## config.mk

```make
export PLATFORM = sky130hd
export DESIGN_NAME = sorted_byte_list_unit
export DESIGN_NICKNAME = d
export VERILOG_FILES = /design/src/sv/sbl_pkg.sv /design/src/sv/sorted_byte_list_unit.sv
export SDC_FILE = /design/constraint.sdc
export NUM_CORES = 1
export LEC_CHECK = 0
export BUFFER_PORTS_ARGS = -buffer_cell sky130_fd_sc_hd__buf_2
export CAP_MARGIN = 20
export CORE_AREA = 2 2 117 147
export DETAILED_ROUTE_END_ITERATION = 8
export DIE_AREA = 0 0 119 149
export PLACE_DENSITY = 0.65
export SLEW_MARGIN = 0
export SYNTH_ARGS = -nofsm -noshare
export SYNTH_HDL_FRONTEND = slang
export SYNTH_SLANG_ARGS = --single-unit
export TNS_END_PERCENT = 30
```

## constraint.sdc

```tcl
create_clock -name clk_i -period 4.1 [get_ports clk_i]
set_clock_uncertainty 0.2 [all_clocks]
set_input_delay 0.41 -clock clk_i [delete_from_list [all_inputs] [get_ports clk_i]]
set_output_delay 0.41 -clock clk_i [all_outputs]
set_load 0.01 [all_outputs]
```

## src/sv/sbl_pkg.sv

```systemverilog
// shared types and constants of the sorted byte list unit
package sbl_pkg;

  localparam int unsigned DefaultDepth = 16;
  localparam int unsigned CmdW         = 2;
  localparam int unsigned ValueW       = 8;
  localparam int unsigned StatusW      = 2;
  localparam int unsigned CountW       = 5;

  // command codes
  localparam logic [CmdW-1:0] CMD_INSERT = 2'd0;
  localparam logic [CmdW-1:0] CMD_DELETE = 2'd1;
  localparam logic [CmdW-1:0] CMD_SEARCH = 2'd2;

  // status codes
  localparam logic [StatusW-1:0] ST_DONE      = 2'd0;
  localparam logic [StatusW-1:0] ST_NOT_FOUND = 2'd1;
  localparam logic [StatusW-1:0] ST_EMPTY     = 2'd2;
  localparam logic [StatusW-1:0] ST_FULL      = 2'd3;

  typedef struct packed {
    logic [CmdW-1:0]   command;
    logic [ValueW-1:0] item_value;
  } item_t;

  typedef struct packed {
    logic [StatusW-1:0] status;
    logic [CountW-1:0]  entry_count;
  } result_t;

endpackage

```

## src/sv/sorted_byte_list_unit.sv

```systemverilog
// sorted byte list: ordered store with insert, delete and search commands
//
// usage
//   command beat: item_i is taken at a rising edge with start high and busy low.
//   save for immediate results, busy is high from that edge to the result beat.
//   result beat: done_o is high for exactly one cycle with result_o valid; the
//   receiver has no way to hold it off, so it must take every result beat.
//   every command gives exactly one result beat carrying status and the count
//   of entries held after the command.
// command flow
//   unused command, insert into a full store, delete or search on an empty one:
//   result beat in the cycle after the command beat, busy never rises.
//   otherwise the entries sit in one memory with one read port and a registered
//   read; each entry examined takes a read state and a compare state, and each
//   moved entry a read and then a write back one place over.
//   the longest command is an insert at the front of a list one short of
//   full; busy drops in the cycle that shows the result beat, so the next
//   command may follow then.
// reset: clears the entry count and the controller; the memory is not cleared
module sorted_byte_list_unit #(
  parameter int unsigned DEPTH = sbl_pkg::DefaultDepth
) (
  input  logic              clk_i,
  input  logic              rst_ni,
  input  logic              start,
  output logic              busy,
  input  sbl_pkg::item_t    item_i,
  output logic              done_o,
  output sbl_pkg::result_t  result_o
);

  localparam int unsigned IdxW = (DEPTH > 1) ? $clog2(DEPTH) : 1;
  localparam int unsigned CntW = $clog2(DEPTH + 1);

  typedef enum logic [2:0] {
    StIdle,
    StScanRd,
    StScanCmp,
    StShiftRd,
    StShiftWr,
    StPut
  } state_e;

  state_e state_q;

  // latched command beat
  logic [sbl_pkg::CmdW-1:0]   cmd_q;
  logic [sbl_pkg::ValueW-1:0] val_q;

  logic [CntW-1:0] count_q;   // entries held
  logic [CntW-1:0] idx_q;     // scan position
  logic [CntW-1:0] pos_q;     // insert or delete position
  logic [CntW-1:0] j_q;       // shift write position

  logic                         done_q;
  logic [sbl_pkg::StatusW-1:0]  status_q;

  // entry memory
  logic [sbl_pkg::ValueW-1:0] mem [DEPTH];
  logic [sbl_pkg::ValueW-1:0] rdata_q;

  logic                       mem_re;
  logic [IdxW-1:0]            mem_raddr;
  logic                       mem_we;
  logic [IdxW-1:0]            mem_waddr;
  logic [sbl_pkg::ValueW-1:0] mem_wdata;

  logic [CntW-1:0] j_dec;
  logic [CntW-1:0] j_inc;
  logic            is_insert;

  assign j_dec     = j_q - CntW'(1);
  assign j_inc     = j_q + CntW'(1);
  assign is_insert = (cmd_q == sbl_pkg::CMD_INSERT);

  // memory port control
  always_comb begin
    mem_re    = 1'b0;
    mem_raddr = idx_q[IdxW-1:0];
    mem_we    = 1'b0;
    mem_waddr = j_q[IdxW-1:0];
    mem_wdata = rdata_q;
    case (state_q)
      StScanRd: begin
        mem_re    = (idx_q != count_q);
        mem_raddr = idx_q[IdxW-1:0];
      end
      StShiftRd: begin
        if (is_insert) begin
          // open a gap: move entry j-1 up to j
          mem_re    = (j_q != pos_q);
          mem_raddr = j_dec[IdxW-1:0];
        end else begin
          // close the gap: move entry j+1 down to j
          mem_re    = (j_inc < count_q);
          mem_raddr = j_inc[IdxW-1:0];
        end
      end
      StShiftWr: begin
        mem_we    = 1'b1;
        mem_waddr = j_q[IdxW-1:0];
        mem_wdata = rdata_q;
      end
      StPut: begin
        mem_we    = 1'b1;
        mem_waddr = pos_q[IdxW-1:0];
        mem_wdata = val_q;
      end
      default: begin
        mem_re = 1'b0;
        mem_we = 1'b0;
      end
    endcase
  end

  always_ff @(posedge clk_i) begin
    if (mem_we) begin
      mem[mem_waddr] <= mem_wdata;
    end
    if (mem_re) begin
      rdata_q <= mem[mem_raddr];
    end
  end

  // controller and registered result
  always_ff @(posedge clk_i or negedge rst_ni) begin
    if (!rst_ni) begin
      state_q  <= StIdle;
      count_q  <= '0;
      done_q   <= 1'b0;
      status_q <= sbl_pkg::ST_DONE;
      cmd_q    <= sbl_pkg::CMD_INSERT;
      val_q    <= '0;
      idx_q    <= '0;
      pos_q    <= '0;
      j_q      <= '0;
    end else begin
      done_q <= 1'b0;
      case (state_q)
        StIdle: begin
          if (start) begin
            cmd_q <= item_i.command;
            val_q <= item_i.item_value;
            idx_q <= '0;
            case (item_i.command)
              sbl_pkg::CMD_INSERT: begin
                if (count_q == CntW'(DEPTH)) begin
                  done_q   <= 1'b1;
                  status_q <= sbl_pkg::ST_FULL;
                end else begin
                  state_q <= StScanRd;
                end
              end
              sbl_pkg::CMD_DELETE, sbl_pkg::CMD_SEARCH: begin
                if (count_q == '0) begin
                  done_q   <= 1'b1;
                  status_q <= sbl_pkg::ST_EMPTY;
                end else begin
                  state_q <= StScanRd;
                end
              end
              default: begin
                // unused code: ignored, reported as not found
                done_q   <= 1'b1;
                status_q <= sbl_pkg::ST_NOT_FOUND;
              end
            endcase
          end
        end
        StScanRd: begin
          if (idx_q == count_q) begin
            // ran off the end of the list
            if (is_insert) begin
              pos_q   <= count_q;
              j_q     <= count_q;
              state_q <= StShiftRd;
            end else begin
              done_q   <= 1'b1;
              status_q <= sbl_pkg::ST_NOT_FOUND;
              state_q  <= StIdle;
            end
          end else begin
            state_q <= StScanCmp;
          end
        end
        StScanCmp: begin
          if (is_insert) begin
            if (rdata_q >= val_q) begin
              pos_q   <= idx_q;
              j_q     <= count_q;
              state_q <= StShiftRd;
            end else begin
              idx_q   <= idx_q + CntW'(1);
              state_q <= StScanRd;
            end
          end else if (rdata_q == val_q) begin
            if (cmd_q == sbl_pkg::CMD_SEARCH) begin
              done_q   <= 1'b1;
              status_q <= sbl_pkg::ST_DONE;
              state_q  <= StIdle;
            end else begin
              pos_q   <= idx_q;
              j_q     <= idx_q;
              state_q <= StShiftRd;
            end
          end else if (rdata_q > val_q) begin
            // list is ascending, no match further on
            done_q   <= 1'b1;
            status_q <= sbl_pkg::ST_NOT_FOUND;
            state_q  <= StIdle;
          end else begin
            idx_q   <= idx_q + CntW'(1);
            state_q <= StScanRd;
          end
        end
        StShiftRd: begin
          if (is_insert) begin
            state_q <= (j_q == pos_q) ? StPut : StShiftWr;
          end else if (j_inc < count_q) begin
            state_q <= StShiftWr;
          end else begin
            count_q  <= count_q - CntW'(1);
            done_q   <= 1'b1;
            status_q <= sbl_pkg::ST_DONE;
            state_q  <= StIdle;
          end
        end
        StShiftWr: begin
          j_q     <= is_insert ? j_dec : j_inc;
          state_q <= StShiftRd;
        end
        StPut: begin
          count_q  <= count_q + CntW'(1);
          done_q   <= 1'b1;
          status_q <= sbl_pkg::ST_DONE;
          state_q  <= StIdle;
        end
        default: begin
          state_q <= StIdle;
        end
      endcase
    end
  end

  assign busy                 = (state_q != StIdle);
  assign done_o               = done_q;
  assign result_o.status      = status_q;
  assign result_o.entry_count = sbl_pkg::CountW'(count_q);

endmodule
```

## After elaboration in Yosys (flattened, before gate mapping)

Memory sizes are Yosys's and may differ from the RTL's. A register that Yosys moved wholly into a read port is not among the register bits.
Index checks and enable logic that the tools add are counted.

- Memories: 1
- Word-level logic and storage cells: 141
- Bits in writable memories: 128
- Flip-flop bits (word level): 36
- Output and inout port bits: 9
- Bits in latches: 0
- Bits in read-only memories: 0
- Input port bits: 13

- Equality and inequality tests: 34
- Muxes and demuxes: 70
- Shift operators: 0
- Divide/modulo/power cells: 0
- Bitwise operators: 0
- Add/sub/neg operators: 5
- Reductions and logical operators: 19
- Multiply operators: 0
- $lt $le $gt $ge: 3

Memories:

| name | words | width | rd ports | clocked after memory_dff | wr ports | line | RTL |
|---|---|---|---|---|---|---|---|
| mem | 16 | 8 | 1 | 1 | 1 | sorted_byte_list_unit.sv:59 | `logic [sbl_pkg::ValueW-1:0] mem [DEPTH];` |

Operators with widths:

| kind | number |
|---|---|
| 5-bit two-way mux | 16 |
| 3-bit inequality test (second input constant) | 12 |
| 5-bit one-hot mux with 2 select lines | 3 |
| 2-bit two-way mux | 14 |
| 3-bit two-way mux | 8 |
| 1-bit two-way mux | 17 |
| 5-bit by 1-bit adder with 5-bit output (second input constant) | 3 |
| 3-bit one-hot mux with 5 select lines | 1 |
| 5-bit one-hot mux with 3 select lines | 1 |
| 2-bit inequality test (second input constant) | 7 |
| 4-bit two-way mux | 3 |
| 6-bit AND reduction | 2 |
| 11-bit AND reduction | 1 |
| 5-bit equality test | 2 |
| 5-bit inequality test | 2 |
| 2-bit one-hot mux with 5 select lines | 1 |
| 5-bit by 1-bit subtractor with 5-bit output (second input constant) | 2 |
| 8-bit equality test | 1 |
| 8-bit >= comparator | 1 |
| 8-bit > comparator | 1 |
| 8-bit two-way mux | 1 |
| 3-bit by 2-bit equality test with 1-bit output (second input constant) | 2 |
| 3-bit equality test (second input constant) | 2 |
| 3-bit one-hot mux with 2 select lines | 1 |
| other kinds (20) | 27 |

## Logic depth before layout (Yosys ltp)

Gate-level depths: netlist of the first run.

- Depth after elaboration: 5
- Mapped depth: 10
- Depth with buffers taken out: 9

## Worst setup path before layout of the first run

No wires, ideal clock.

- Kind: register to register
- Start point: reg j_q[0]
- End point: reg rdata_q[0] (netlist name), read port of mem, enable pin
- Library setup time: 387 ps
- Clock period less this slack: 3099 ps
- Stages on the path, launching flop included: 9
- Arrival time: 2513 ps
- Buffers on the path: 1
- Path slack: 1001 ps
- Data required time: 3513 ps
- Path through: dfrtp_1 > clkbuf_1 > inv_1 > ha_1 > ha_1 > a21boi_1 > o2111ai_1 > a21oi_1 > o31ai_1

- Word-level cells in the longest chain between the ends: 4
- Elaborated cells between the ends (all ways): 8
- Those cells by class: add/sub (2); order compare (1); eq/ne (1); mux (4)

RTL lines:

| element | line | RTL |
|---|---|---|
| start, declared | sorted_byte_list_unit.sv:53 | `logic [CntW-1:0] j_q;` |
| start signal, assigned | sorted_byte_list_unit.sv:175 | `j_q <= count_q;` |
| start signal, assigned | sorted_byte_list_unit.sv:190 | `j_q <= count_q;` |
| start signal, assigned | sorted_byte_list_unit.sv:203 | `j_q <= idx_q;` |
| 5-bit by 1-bit adder with 5-bit output | sorted_byte_list_unit.sv:73 | `assign j_inc = j_q + CntW'(1);` |
| 5-bit less-than comparator | sorted_byte_list_unit.sv:95 | `mem_re = (j_inc < count_q);` |
| 1-bit two-way mux * | sorted_byte_list_unit.sv:89 | `if (is_insert) begin` |
| 1-bit one-hot mux with 2 select lines * | sorted_byte_list_unit.sv:83 | `case (state_q)` |
| via mem_re | sorted_byte_list_unit.sv:62 | `logic mem_re;` |
| end, declared | sorted_byte_list_unit.sv:60 | `logic [sbl_pkg::ValueW-1:0] rdata_q;` |

The timed path passes the listed nets; every way through them passes the cells marked *.
A chain may end at the register's enable or synchronous reset.

## Worst setup path after layout of the first run

- Start point: reg j_q[0]
- End point: reg rdata_q[1] (netlist name), read port of mem, data pin

- Word-level cells in the longest chain between the ends: 4
- Elaborated cells between the ends (all ways): 8
- Those cells by class: add/sub (2); order compare (1); eq/ne (1); mux (4)

RTL lines:

| element | line |
|---|---|
| 5-bit by 1-bit adder with 5-bit output | sorted_byte_list_unit.sv:73 |
| 5-bit less-than comparator | sorted_byte_list_unit.sv:95 |
| 1-bit two-way mux | sorted_byte_list_unit.sv:89 |
| 1-bit one-hot mux with 2 select lines | sorted_byte_list_unit.sv:83 |

Several ways; a longest one is shown, not always the timed one.

==> metrics, run 1 <==
FF-to-FF path depth=9; Max Fclk=0.307 GHz; worst setup path class=flip-flop to flip-flop; final setup fails=0; largest net degree at the start of global routing=37; CTS Sinks=172; Num CTS Buffers=17; WP data arrival=roughly 3.2 ns; fraction of registers with async set/reset=0.209; synth top area cells=edfxtp_1 (51%), dfrtp_1 (11%), mux4_2 (9.0%); final instance area=slightly above 9000 um^2; CTS tree=built; Mapped Cells=approximately 570; Final Power=about 7.4 mW; I/O Pins=22; pre-CTS setup slack=0.755 ns; synthesized area=~8000 um^2; fin. max-slew vios=0; hold path cells=2; unrepaired setup endpoints after global routing=false; CTS Root Cell=clkbuf_16; M3 GR Usage=0.0298; post-synthesis compound-gate area fraction=0.0915; Reg clk slew, reported paths=~0.07 ns; Starting Density=0.487; final WL=18000 um; power share of the combinational group=0.399; period utilization=0.796; Hold Path Class=input pin to flip-flop; Core ar.=16500 um^2; setup tns final=0 ns; Avg Inst Size Synth=between 10 and 15 um^2; Max-cap violations=0; largest area contributor in the netlist=edfxtp_1; initial antenna violation count=0; IO Port Bufs=21; Placed Area=8410 um^2; crit path time final=about 3.3 ns; yosys warns=0; Synth top area share=0.508; ant diodes=0; drt wl/cell=21.7 um; gr busiest metal=met2; met1 GRT Util=0.263; status=complete, no violations; Total GRT Usage=0.215; post-route ant nets=0; Initial DRT Pass Iterations=5; Switching Power=between 2 and 3 mW; final hold violation count=0; leakage power=approximately 3.2 nW; worst skew pair latency=~0.42 ns; total number of vias=~4900; Clock Power Share=0.225; vias in the first global route=4965; # rows=53; Critical Path Fanout Max=32; GP Congestion=roughly 0.86; worst hold slack=between 0.02 and 0.025 ns; Post-Synth Adder-Cell Area=0.0336; switching share of power=0.371; Post-route DRC=0; cell-internal power=around 4.6 mW; mux cell area share after synthesis=0.125; Slew headroom=0.252; FF+latch count, synth=between 150 and 200; HPWL after DPL=12600 um; CP endpoint kind=flip-flop; first-pass GRT wire length=28400 um; layout overhead on the synthesized area=12.8%; Layout Cells excl Fill=830; Main synth FF type=edfxtp_1; final net count=around 630; met2 usage=0.368; Post-CTS Resized=0; xor-xnor portion of the synthesized cell area=0.0251; CP Data Required Time=between 4 and 5 ns; Setup WS post-layout=around 0.84 ns; number of post-CTS setup repair buffers=0; Iter 0 DRT Violations=roughly 440; sequential group share of total power=0.375; die width=around 120 um; die span in y=149 um; die area=17700 um^2; worst-case clock buffer depth=2; gr ovfl total=0; largest family of logic cells by synthesized area=multiplexers; placed instance count=about 800; Synth Net Count=about 600; H-tree Lvls=4; startpoint types=flip-flop; worst-margin pin slew=1.12 ns; post-synthesis sequential area ratio=0.620; vias per cell=between 5 and 6; simple-gate portion of the synthesized area=0.0785; Power per Cell Area=approximately 810 nW/um^2; number of synthesized flops with an enable pin=between 100 and 150; post-layout util=0.549; maximum vdd drop=around 0.00037 V; post-synth cell types=64; share of cells above drive strength 1=0.197
worst paths after layout:
kind                                      startpoint                      to  slack, ns
max in group asynchronous                     rst_ni    val_q[7]$_DFFE_PN0P_       2.71
worst max register to register    j_q[0]$_DFFE_PN0P_    rdata_q[1]$_DFFE_PP_       0.84
worst min register to register  val_q[1]$_DFFE_PN0P_    val_q[1]$_DFFE_PN0P_       0.31
min in group asynchronous                     rst_ni  count_q[0]$_DFFE_PN0P_       0.44
worst max-delay path              j_q[0]$_DFFE_PN0P_    rdata_q[1]$_DFFE_PP_       0.84
worst min-delay path                       item_i[0]    val_q[0]$_DFFE_PN0P_       0.02
metal layers:
metal  routed length (um)  share of wire
met1                 7340           0.41
met2                 9270           0.51
met3                  595          0.033
met4                  844          0.047
met5                    0              0
layout by cell type, fill, tap and decap left out, drive strengths merged, types with 5 or more instances in the layout:
cell	count
clkbuf	19
mux2i	6
nor2b	7
o21ai	35
nand2	48
buf	35
nor3	12
nor2	37
nand3	6
xnor2	18
inv	30
xor2	5
a21oi	17
a22oi	18
dfrtp	36
edfxtp	136
ha	20
mux2	19
mux4	32
critical path, cell delays in order (launching register included):
cell and delay [ns]:
dfrtp_1 0.54, inv_1 0.14, ha_1 0.23, nor3b_1 0.15, o21a_1 0.23, o31ai_4 0.17, buf_4 0.44, mux4_2 0.38
a22oi_1 0.41, nand2_1 0.09
repair_timing:
action                                 CTS  global route
hold buffers                             2             0
endpoints found under the hold margin   37             0
setup endpoints to repair                0             0
sequential cells by signal (all words and copies together), names as in the netlist:
name      count
cmd_q         2
count_q       5
done_o        1
idx_q         5
j_q           5
mem         128
pos_q         5
rdata_q       8
state_q       3
status_q      2
val_q         8
power groups by stage:
stage          Clock (mW)  Combinational (mW)  Sequential (mW)
2_1_floorplan           0                2.19             2.61
3_3_place_gp            0                2.85             2.79
3_5_place_dp            0                2.91             2.81
4_1_cts              1.70                2.93             2.77
5_1_grt              1.77                3.23             2.80
6_report             1.66                2.95             2.77
cell families (layout without fill, tap and decap cells):
kind of cell / count (synthesis) / in the layout
flip-flops: 172 / 172
AND/OR/NAND/NOR: 134 / 134
AO/OA/AOI/OAI: 110 / 110
multiplexers: 57 / 57
buffers and inverters: 50 / 93
XOR/XNOR: 23 / 23
adder cells (fa/ha/maj): 21 / 21
layout make-up:
type                    instances  area, um^2
clock buffers                  19         433
clock inverters                13         179
fillers                      1345        7450
inverters                      24        90.1
multi-input cells             345        2860
flip-flops and latches        172        4980
well taps                     220         275
repair buffers                 37         246
synth_stat cells (all sizes together), types with 2 or more instances:
cell type	number
a211o	3
a211oi	3
a21o	4
a21oi	17
a221o	2
a22oi	18
a31oi	4
a32o	2
buf	10
clkbuf	16
dfrtp	36
edfxtp	136
ha	20
inv	24
mux2	19
mux2i	6
mux4	32
nand2	48
nand2b	3
nand3	6
nand4	4
nor2	37
nor2b	7
nor3	12
nor3b	4
nor4	3
o21a	3
o21ai	35
o22ai	2
o31ai	4
o32ai	3
xnor2	18
xor2	5
Power figures use the tool's default switching activity.
==> inputs of run 2 (changes only) <==
Settings changed: PLACE_DENSITY 0.65 to 0.68.
Clock period 4.1 ns to 2.6 ns, I/O delays scaled along.
==> run 2 against run 1 <==
The flow now finishes with violations (setup timing). Worst setup slack got worse by 1.0 ns. Critical path depth increased by 2. Total power increased by 78%. Largest power group unchanged.
==> metrics, run 2 (same netlist as run 1, synthesis figures left out) <==
violated checks=setup timing; post-route ant nets=0; layout overhead on the synthesized area=25.4%; CP endpoint kind=flip-flop; total number of vias=roughly 5400; Placed Area=approximately 9000 um^2; Setup WS post-layout=-0.174 ns; leakage power=~3.7 nW; final instance area=between 10000 and 15000 um^2; vias in the first global route=5531; final net count=717; Iter 0 DRT Violations=approximately 480; maximum vdd drop=between 0.0006 and 0.0007 V; Max-cap violations=0; worst skew pair latency=0.43 ns; Hold Path Class=input pin to async pin; CTS Sinks=roughly 170; CTS Root Cell=clkbuf_16; Largest Register=mem; first-pass GRT wire length=31100 um; die span in y=~150 um; Initial DRT Pass Iterations=5; share of cells above drive strength 1=0.349; setup tns final=-1.49 ns; Seq. cell area=4990 um^2; final hold violation count=0; die width=roughly 120 um; commonest cells after routing, fill and taps aside=edfxtp_1 (136), buf_4 (76), nand2_1 (47), dfrtp_1 (33), mux4_2 (32); unrepaired setup endpoints after global routing=true; final setup fails=18; initial antenna violation count=0; period utilization=1.07; Core ar.=16500 um^2; status=finished with violations; filler instances=~1200; Num CTS Buffers=17; Power per Cell Area=1300 nW/um^2; Reg clk slew, reported paths=about 0.070 ns; drt wl/cell=around 22 um; startpoint types=flip-flop; die area=17700 um^2; commonest non-fill, non-tap cell in the layout=edfxtp_1; largest net degree at the start of global routing=37; fin. max-slew vios=0; H-tree Lvls=4; Largest register FFs=128; Regs by FF count=mem: 128 flops, rdata_q: 8 flops, val_q: 8 flops; worst-case clock buffer depth=2; vias per cell=around 5.9; # rows=between 50 and 60; I/O Pins=22; final WL=slightly below 20000 um; CP Data Required Time=around 2.6 ns; ant diodes=0; Slew headroom=0.307; Post-route DRC=0; Final Power=~13 mW; gr ovfl total=0; GP Congestion=between 0.9 and 1; footprint of the multi-input gates=3110 um^2; Critical Path Fanout Max=7; Starting Density=0.487; worst setup path class=flip-flop to flip-flop; CTS tree=built; pre-CTS setup slack=-0.294 ns; crit path time final=~2.8 ns; WP data arrival=between 2 and 3 ns; IO Port Bufs=21; Max Fclk=between 0.3 and 0.4 GHz; Total GRT Usage=0.235; HPWL after DPL=13500 um; worst-margin pin slew=1.03 ns
==> run 2: cell types whose count changed in the layout (fill, tap and decap cells not counted), sizes merged <==
cell         previous run  this run
clkinv                  1         3
dlygate4sd3             2        12
inv                    30        31
clkinvlp                3         2
buf                    35       111
clkbuf                 19        17
==> run 2: metrics by stage <==
| stage | hold WS (ns) | instances | utilization |
|---|---|---|---|
| detailed placement | 0.217 | 860 | 0.544 |
| CTS | 0.291 | 912 | 0.600 |
| global route | 0.323 | 916 | 0.610 |
| finish | 0.272 | 916 | 0.610 |
| global placement | 0.196 | 860 | 0.544 |
| floorplan | -0.236 | 567 | - |
==> run 2: final timing paths <==
check,startpoint,to,slack [ns],depth (start not counted)
max,j_q[1]$_DFFE_PN0P_,rdata_q[1]$_DFFE_PP_,-0.17,11
min in group clk_i,val_q[2]$_DFFE_PN0P_,val_q[2]$_DFFE_PN0P_,0.32,1
max in group asynchronous,rst_ni,j_q[1]$_DFFE_PN0P_,1.35,2
min reg2reg,val_q[2]$_DFFE_PN0P_,val_q[2]$_DFFE_PN0P_,0.32,1
max reg2reg,j_q[1]$_DFFE_PN0P_,rdata_q[1]$_DFFE_PP_,-0.17,11
min,rst_ni,count_q[3]$_DFFE_PN0P_,0.27,2
==> run 2: worst max-delay path, stage by stage (launching register included) <==
cell,delay (ns)
dfrtp_2,0.45
inv_2,0.09
ha_4,0.14
nor3b_4,0.25
nor3_4,0.08
o31ai_4,0.30
buf_6,0.15
buf_12,0.12
buf_6,0.10
mux4_2,0.31
a22oi_2,0.26
nand2_1,0.08
==> run 2: layout make-up <==
class | instances | area share
clock buffers | 17 | 0.0422
well taps | 220 | 0.0273
repair buffers | 123 | 0.100
multi-input cells | 345 | 0.308
inverters | 24 | 0.00894
clock inverters | 15 | 0.0181
flip-flops and latches | 172 | 0.495
==> run 2: timing repair <==
| action | CTS | global route |
|---|---|---|
| endpoints found under the hold margin | 48 | 0 |
| setup buffers | 6 | 5 |
| setup endpoints to repair | 72 | 76 |
| pin swaps | 12 | 13 |
| gates resized for setup | 30 | 31 |
| hold buffers | 12 | 0 |
| cloned | 2 | 0 |
==> run 2: power by group <==
| group | leakage (nW) | switching (mW) | total [mW] | internal [mW] |
|---|---|---|---|---|
| Clock | 0.295 | 1.12 | 2.65 | 1.53 |
| Combinational | 1.74 | 3.34 | 6.27 | 2.93 |
| Sequential | 1.68 | 0.415 | 4.23 | 3.81 |
| Total | 3.71 | 4.87 | 13.1 | 8.27 |
==> run 2: layer usage <==
layer	up-vias	wire length, um	GRT usage
met3	60	1030	0.0440
met1	2707	7620	0.280
met5	-	0	0
met4	0	800	0.121
met2	224	10400	0.409
li1	2412	-	-
==> inputs of run 3 (changes only) <==
Settings changed: RECOVER_POWER set to 50.
==> run 3 against run 2 <==
Combinational power down 1%. Critical path type unchanged. Clock power about the same. Cell count unchanged. Sequential share of layout area up 0.19 points. Largest power group unchanged. Clock-buffer cell count unchanged. Worst setup slack better by 0.0040 ns. Routed wire length about the same. Non-clock buffer count unchanged. Global-route usage unchanged. The flow still finishes with violations (setup timing). Sequential power about the same.
==> metrics, run 3 (same netlist as run 1, synthesis figures left out) <==
status=finished with violations; violated checks=setup timing; Hold Path Class=input pin to async pin; Regs by FF count=mem: 128 flops, rdata_q: 8 flops, val_q: 8 flops; first-pass GRT wire length=between 30000 and 40000 um; H-tree Lvls=4; share of cells above drive strength 1=0.333; Max-cap violations=0; Post-route DRC=0; placed instance count=860; crit path time final=between 2 and 3 ns; worst skew pair latency=~0.43 ns; CTS tree=built; Final Power=13.1 mW; final setup fails=19; GP Congestion=about 0.9; drt wl/cell=roughly 22 um; Initial DRT Pass Iterations=6; Starting Density=0.487; final WL=roughly 20000 um; startpoint types=flip-flop; die width=approximately 120 um; CTS Root Cell=clkbuf_16; total number of vias=5374; final hold violation count=0; worst setup path class=flip-flop to flip-flop; CP Data Required Time=~2.6 ns; WP data arrival=approximately 2.8 ns; unrepaired setup endpoints after global routing=true; Slew headroom=0.311; Num CTS Buffers=17; period utilization=1.07; Setup WS post-layout=-0.170 ns; commonest cells after routing, fill and taps aside=edfxtp_1 (136), buf_4 (66), nand2_1 (48), dfrtp_1 (33), mux4_2 (32); Core ar.=between 15000 and 20000 um^2; layout overhead on the synthesized area=24.9%; Critical Path Fanout Max=7; die area=approximately 18000 um^2; setup tns final=-1.61 ns; pre-CTS setup slack=-0.294 ns; I/O Pins=22; leakage power=around 3.7 nW; post-layout util=0.608; Iter 0 DRT Violations=514; CTS Sinks=between 150 and 200; commonest non-fill, non-tap cell in the layout=edfxtp_1; CP endpoint kind=flip-flop; Total GRT Usage=0.235; vias per cell=around 5.9; Largest Register=mem; worst-margin pin slew=just over 1 ns; Layout Cells excl Fill=916; HPWL after DPL=roughly 13000 um; post-route ant nets=0; worst-case clock buffer depth=2; vias in the first global route=around 5500; initial antenna violation count=0; largest net degree at the start of global routing=37; # rows=53; Max Fclk=about 0.36 GHz; IO Port Bufs=21; Reg clk slew, reported paths=roughly 0.07 ns; die span in y=149 um; Largest register FFs=roughly 130; fin. max-slew vios=0; maximum vdd drop=about 0.00065 V; final net count=717; ant diodes=0; Power per Cell Area=1300 nW/um^2; gr ovfl total=0
## run 3: cell types whose count changed in the layout (fill, tap and decap cells not counted)
| cell | previous run | this run |
|---|---|---|
| clkbuf_4 | 0 | 1 |
| buf_2 | 21 | 13 |
| nand2_1 | 47 | 48 |
| nor2b_1 | 5 | 6 |
| clkbuf_1 | 0 | 9 |
| nand2_2 | 1 | 0 |
| clkbuf_2 | 0 | 8 |
| buf_4 | 76 | 66 |
| nor2b_2 | 2 | 1 |
## run 3: final timing paths
path | startpoint | to | slack (ns) | cells after the start
setup / recovery | j_q[1]$_DFFE_PN0P_ | rdata_q[1]$_DFFE_PP_ | -0.17 | 11
hold / removal | rst_ni | count_q[3]$_DFFE_PN0P_ | 0.30 | 2
setup reg to reg | j_q[1]$_DFFE_PN0P_ | rdata_q[1]$_DFFE_PP_ | -0.17 | 11
hold reg to reg | val_q[2]$_DFFE_PN0P_ | val_q[2]$_DFFE_PN0P_ | 0.31 | 1
max in group asynchronous | rst_ni | j_q[1]$_DFFE_PN0P_ | 1.26 | 2
min in group clk_i | val_q[2]$_DFFE_PN0P_ | val_q[2]$_DFFE_PN0P_ | 0.31 | 1
## run 3: worst max-delay path, cell delays in order (launching register included)
cell and delay [ns]:
dfrtp_2 0.45, inv_2 0.09, ha_4 0.14, nor3b_4 0.25
nor3_4 0.08, o31ai_4 0.30, buf_6 0.15, buf_12 0.12
buf_6 0.10, mux4_2 0.30, a22oi_2 0.26, nand2_1 0.08
## run 3: power by group
part,internal (mW),switching (mW)
Combinational,2.86,3.34
Clock,1.53,1.12
Sequential,3.82,0.417
## run 3: final cells by class
| cell class | count | area [um^2] |
|---|---|---|
| flip-flops and latches | 172 | 4990 |
| well taps | 220 | 275 |
| repair buffers | 123 | 975 |
| inverters | 24 | 90.1 |
| multi-input cells | 345 | 3100 |
| fillers | 1216 | 6470 |
| clock buffers | 17 | 425 |
| clock inverters | 15 | 183 |
## run 3: through the flow
step,cell area [um^2],hold WS (ns)
global placement,8980,0.196
global route,10000,0.329
detailed placement,8980,0.217
CTS,9910,0.291
floorplan,8090,-0.236
finish,10000,0.301
## run 3: per-layer routing
layer  global-route usage  up-vias  share of wire  wire, um
li1                     -     2409              -         -
met1                0.280     2692           0.38      7630
met2                0.409      218           0.53     10500
met3               0.0440       55          0.050       987
met4                0.121        0          0.039       778
met5                    0        -              0         0
## run 3: repair_timing
item,4_1_cts,5_1_grt
resized for setup,30,31
hold endpoints to repair,48,0
cloned,2,0
pin swaps,12,13
hold buffers,12,0
setup endpoints to repair,72,76
buffers inserted,6,5
